<file path="src/design/assert_macros.svh">
// ----------------------------------------------------------------------------
// assert_macros.svh
// Clocked assertion shorthands used by the top-level design file.
// ----------------------------------------------------------------------------
`ifndef ASSERT_MACROS_SVH
`define ASSERT_MACROS_SVH

// Checked only while out of reset.
`define ASSERT_CLK(label, prop, msg) \
    label: assert property (@(posedge i_clk) disable iff (!i_rst_n) prop) else $error(msg);

// Checked at every edge, reset cycles included.
`define ASSERT_ALWAYS(label, prop, msg) \
    label: assert property (@(posedge i_clk) prop) else $error(msg);

`endif

</file>
<file path="src/design/gtz_pkg.sv">
// ----------------------------------------------------------------------------
// gtz_pkg
// Shared types, register codes and the Q2.29 coefficient multiply.
// ----------------------------------------------------------------------------
package gtz_pkg;

    localparam int COEF_W     = 32;
    localparam int STATE_W    = 64;
    localparam int LEN_W      = 16;
    localparam int FRAC_SHIFT = 16;
    localparam int Q_SHIFT    = 29;
    localparam int CFG_IDX_W  = 3;

    typedef enum logic [CFG_IDX_W-1:0] {
        REG_TWO_COS = 3'd0,
        REG_COS     = 3'd1,
        REG_SIN     = 3'd2,
        REG_WINDOW  = 3'd3,
        REG_USED    = 3'd4
    } t_reg_index;

    localparam logic [COEF_W-1:0] RST_TWO_COS = 32'h4000_0000;
    localparam logic [COEF_W-1:0] RST_COS     = 32'h2000_0000;
    localparam logic [COEF_W-1:0] RST_SIN     = 32'h0000_0000;
    localparam logic [LEN_W-1:0]  RST_WINDOW  = 16'd1024;
    localparam logic [LEN_W-1:0]  RST_USED    = 16'd1024;

    typedef struct packed {
        logic [COEF_W-1:0] two_cos;
        logic [COEF_W-1:0] cos_w;
        logic [COEF_W-1:0] sin_w;
        logic [LEN_W-1:0]  window_length;
        logic [LEN_W-1:0]  used_length;
    } t_cfg;

    // Final state of a finished window on its way to the output stage.
    typedef struct packed {
        logic               valid;
        logic [STATE_W-1:0] s1;
        logic [STATE_W-1:0] s2;
    } t_end;

    // floor(coef * s / 2^29), wrapped to 64 bits. The 64-bit state is split
    // in a signed upper and an unsigned lower half: a 32x32 and a 32x33 product.
    function automatic logic [STATE_W-1:0] mul_q29(input logic [STATE_W-1:0] s,
                                                   input logic [COEF_W-1:0]  c);
        logic signed [STATE_W-1:0] ph;
        logic signed [STATE_W-1:0] pl;
        ph = $signed(c) * $signed(s[STATE_W-1:COEF_W]);
        pl = $signed(c) * $signed({1'b0, s[COEF_W-1:0]});
        return $unsigned((ph <<< (COEF_W - Q_SHIFT)) + (pl >>> Q_SHIFT));
    endfunction

endpackage

</file>
<file path="src/design/gtz_cfg.sv">
// ----------------------------------------------------------------------------
// gtz_cfg
// Configuration register file; flags a run clear on every valid write to a known register.
// ----------------------------------------------------------------------------
module gtz_cfg
    import gtz_pkg::*;
(
    input  logic                 i_clk,
    input  logic                 i_rst_n,
    input  logic                 i_cfg_valid,
    output logic                 o_cfg_ready,
    input  logic [CFG_IDX_W-1:0] i_cfg_index,
    input  logic [COEF_W-1:0]    i_cfg_data,
    output t_cfg                 o_cfg,
    output logic                 o_clear
);

    t_cfg r_cfg;
    t_cfg n_cfg;
    logic w_write;

    assign o_cfg_ready = 1'b1;
    assign w_write     = i_cfg_valid && o_cfg_ready;
    assign o_cfg       = r_cfg;

    always_comb begin
        n_cfg = r_cfg;
        if (w_write) begin
            case (i_cfg_index)
                REG_TWO_COS: n_cfg.two_cos       = i_cfg_data;
                REG_COS:     n_cfg.cos_w         = i_cfg_data;
                REG_SIN:     n_cfg.sin_w         = i_cfg_data;
                REG_WINDOW:  n_cfg.window_length = i_cfg_data[LEN_W-1:0];
                REG_USED:    n_cfg.used_length   = i_cfg_data[LEN_W-1:0];
                default:     n_cfg = r_cfg;
            endcase
        end
    end

    // Unknown indexes are dropped and leave the running window alone.
    assign o_clear = w_write &&
                     (i_cfg_index inside {REG_TWO_COS, REG_COS, REG_SIN, REG_WINDOW, REG_USED});

    always_ff @(posedge i_clk) begin
        if (!i_rst_n) begin
            r_cfg <= '{two_cos: RST_TWO_COS, cos_w: RST_COS, sin_w: RST_SIN,
                       window_length: RST_WINDOW, used_length: RST_USED};
        end else begin
            r_cfg <= n_cfg;
        end
    end

endmodule

</file>
<file path="config.mk">
export PLATFORM = sky130hd
export DESIGN_NAME = gtz_cfg
export DESIGN_NICKNAME = d
export VERILOG_FILES = /design/src/design/assert_macros.svh /design/src/design/gtz_pkg.sv /design/src/design/gtz_cfg.sv
export SDC_FILE = /design/constraint.sdc
export NUM_CORES = 1
export LEC_CHECK = 0
export ABC_AREA = 0
export BUFFER_PORTS_ARGS = -buffer_cell sky130_fd_sc_hd__clkbuf_2
export CORE_MARGIN = 2
export CORE_UTILIZATION = 49
export CTS_CLUSTER_SIZE = 28
export DETAILED_ROUTE_END_ITERATION = 10
export PLACE_DENSITY = 0.79
export REMOVE_ABC_BUFFERS = 1
export SLEW_MARGIN = 20
export SYNTH_ARGS = -nofsm -noshare
export SYNTH_HDL_FRONTEND = slang
export SYNTH_SLANG_ARGS = --single-unit
</file>
<file path="constraint.sdc">
create_clock -name i_clk -period 1.2 [get_ports i_clk]
set_input_delay 0.24 -clock i_clk [delete_from_list [all_inputs] [get_ports i_clk]]
set_output_delay 0.24 -clock i_clk [all_outputs]
set_load 0.02 [all_outputs]
</file>
==> summary.txt <==
Global route
  – Initial antenna violation count: 0
  – GRT overflow: 0
  – Total Routing Usage GR: 0.285
  – Largest net degree at the start of global routing: 82
  – First-pass GRT wire length: 22,500 um
  – Number of global-route vias before repair: 4,403

Place
  – Dpl ws: -0.128 ns
  – GPL Wtd Cong: 0.806
  – Area post-placement: 5840 sq um
  – IO buf count: 166
  – DP HPWL: 7770 um

Logic synthesis
  – Leading area contributor after synthesis: dfxtp_1
  – Ys flop type: dfxtp_1
  – Synthesized area per cell: 10.4 sq um
  – Largest family of logic cells by synthesized area: multiplexers
  – Number of flops mapped to enable cells by yosys: 0
  – Number of synthesized register bits: 128
  – Top cells by area, synth: dfxtp_1 54%, mux2i_1 27%, nand2_1 12%
  – Share of the synthesized area in the top cell type: 0.537
  – Adder-cell share of the synthesized area: 0
  – Count leader, synth: nand2_1
  – Share of async-settable or async-resettable flops after synthesis: 0
  – Sequential area share after synthesis: 0.537
  – Most frequent cells after synthesis: 156 x nand2_1, 128 x dfxtp_1, 128 x mux2i_1, 11 x clkbuf_1, 9 x buf_2
  – Synthesized instance count: 461
  – Synthesized area: 4770 sq um
  – Yosys warnings: 0
  – Post-synth cell types: 15
  – Synth Area in Compound Gates: 0.00105
  – Synthesized-area fraction occupied by xor and xnor cells: 0
  – Mux cell area share after synthesis: 0.268
  – Synth Area in Simple Gates: 0.147

Detailed routing
  – Total number of vias: 4,370
  – DRC violations left: 0
  – First-iteration detailed-routing DRC count: 129
  – Initial DRT Pass Iterations: 5
  – Final Routed Wirelength: 16,600 um
  – Remaining antenna violation count after routing: 0
  – Vias/cell: 5.20
  – DR WL/cell: 19.7 um

Power
  – Leakage Power: 3.90 nW
  – Reg power frac: 0.436
  – Logic pwr share: 0.100
  – Overall power: 0.0102 W
  – Clk network pwr share: 0.464
  – Pwr Density: 1220 nW/um^2
  – Internal Power: 0.00781 W
  – Sw frac: 0.235
  – Net Sw Power: 0.00240 W
  – Worst vdd ir: 0.829 mV

Die
  – Row cnt: 36
  – Ports: 168
  – Chip height: 103 um
  – Core ar.: 9590 sq um
  – Die width: 103 um
  – Die ar.: 10,500 sq um
  – Initial Utilization: 0.498

Layout
  – Max FFs per register: 128
  – Finished Cell Area: 8370 sq um
  – Reg area: 2730 sq um
  – Final-layout fill cell count: 398
  – Final core utilization: 0.872
  – Antenna Diode Count: 0
  – Multi-input gate area: 2020 sq um
  – Fin nets: 735
  – Fraction of layout cells with a size suffix above 1: 0.571
  – Layout area overhead: 75.3%

Critical path
  – Slowest cell on the critical path: dfxtp_4
  – Critical Path Fanout Max: 2
  – Buffers & Inverters on Critical Path: 1
  – Critical Path AT: 1.02 ns
  – Setup crit end kind: output pin
  – Element type at the critical path start: flip-flop
  – Max incr delay on CP: 0.38 ns
  – Crit path kind: flip-flop to output pin
  – Worst path required time: 0.96 ns
  – Worst path cell trace: buf_8
  – Crit-path leading delay family: flip-flops

STA
  – TNS Setup: -1.47 ns
  – Setup violations, final: 107
  – Final Cycle Share: 1.05
  – Worst Skew: 0 ns
  – Fmax: 796 MHz
  – Pins Over Slew Limit: 0
  – Worst setup margin: -0.0562 ns
  – Final Hold Viols: 0
  – RSZ-0062 raised after global routing: yes
  – Crit path time final: 1.26 ns

Clock network
  – CTS tree: built
  – Clk sink count: 128
  – Root Buffer: clkbuf_8
  – Worst-path clk slew: 0.06 ns
  – Worst-case clock buffer depth: 2
  – CTS Buf Count: 17
  – Later-pin clock latency in the skew report: 0.51 ns
  – H-tree levels: 4

Flow run
  – Max-cap viol count: 0

Outcome
  – Outcome: finished with violations
  – Failing checks: setup timing

Hold path
  – Worst hold-check path type: input pin to flip-flop
## power groups by stage
stage          Sequential (W)  Combinational [W]  Clock, W
6_report              0.00445            0.00102   0.00473
3_5_place_dp          0.00449           0.000713         0
4_1_cts               0.00443           0.000900   0.00470
3_3_place_gp          0.00448           0.000694         0
2_1_floorplan         0.00460           0.000233         0
5_1_grt               0.00446            0.00107   0.00498
## final cells by class
class / count / area share
Tap cell: 133 / 0.0199
Clock inverter: 6 / 0.00688
Timing Repair Buffer: 251 / 0.349
Clock buffer: 24 / 0.0574
Sequential cell: 128 / 0.326
Multi-Input combinational cell: 299 / 0.241
## cell families after synthesis
| logic type | after synthesis |
|---|---|
| other | 1 |
| muxes | 128 |
| AOI/OAI and AO/OA | 1 |
| and+or+nand+nor | 169 |
| DFF | 128 |
| buffers and inverters | 34 |
## cell usage in the layout, fill, tap and decap left out
cell | netlist | final
dfxtp_4 | 0 | 3
nand4b_1 | 1 | 1
nor4b_4 | 1 | 1
clkbuf_1 | 11 | 3
clkbuf_2 | 0 | 35
bufinv_16 | 0 | 1
and2_4 | 0 | 1
dlygate4sd3_1 | 0 | 7
mux2i_1 | 128 | 128
clkinv_2 | 0 | 4
nand4bb_1 | 2 | 1
o21ai_2 | 0 | 1
buf_12 | 0 | 11
dfxtp_2 | 0 | 125
clkbuf_16 | 0 | 16
clkbuf_4 | 0 | 1
nand2_1 | 156 | 156
conb_1 | 1 | 1
clkinvlp_4 | 0 | 1
buf_4 | 7 | 68
nand4bb_4 | 0 | 1
and4bb_2 | 1 | 1
buf_8 | 0 | 128
nor2b_1 | 7 | 7
clkbuf_8 | 0 | 6
## path summary, 6_finish.rpt
check                  from  slack (ns)         end  cells after the start
min reg2reg      o_cfg[124]        0.47  o_cfg[124]                      2
max reg2reg       o_cfg[10]        0.23   o_cfg[10]                      4
max               o_cfg[16]       -0.06   o_cfg[16]                      1
min          i_cfg_data[31]        0.02   o_cfg[63]                      3
## metrics by stage
| step | instances | hold WS, ns |
|---|---|---|
| after floorplan | 427 | 0.388 |
| after global placement | 743 | 0.442 |
| after detailed placement | 743 | 0.448 |
| after CTS | 806 | 0.00235 |
| after global routing | 841 | 0.0168 |
| final | 841 | 0.0169 |
## metal layers
layer | GRT usage | wire [um] | up-vias | share of wire
li1 | - | - | 1982 | -
met1 | 0.284 | 5680 | 2122 | 0.34
met2 | 0.517 | 9030 | 204 | 0.54
met3 | 0.0983 | 1190 | 62 | 0.072
met4 | 0.155 | 674 | 0 | 0.041
met5 | 0 | 0 | - | 0
## worst register-to-register path, cell delays in order, from the launching register on
cell and delay [ns]:
dfxtp_2 0.32, buf_4 0.13, buf_4 0.13, nor2b_1 0.15, mux2i_1 0.12
## repair_timing
action,in CTS,in global routing
pin swaps,1,0
hold buffers,7,0
hold endpoints to repair,17,0
resized for setup,385,133
endpoints found under the setup margin,129,129
cloned,0,0
buffers inserted,26,35
Power figures use the tool's default switching activity.
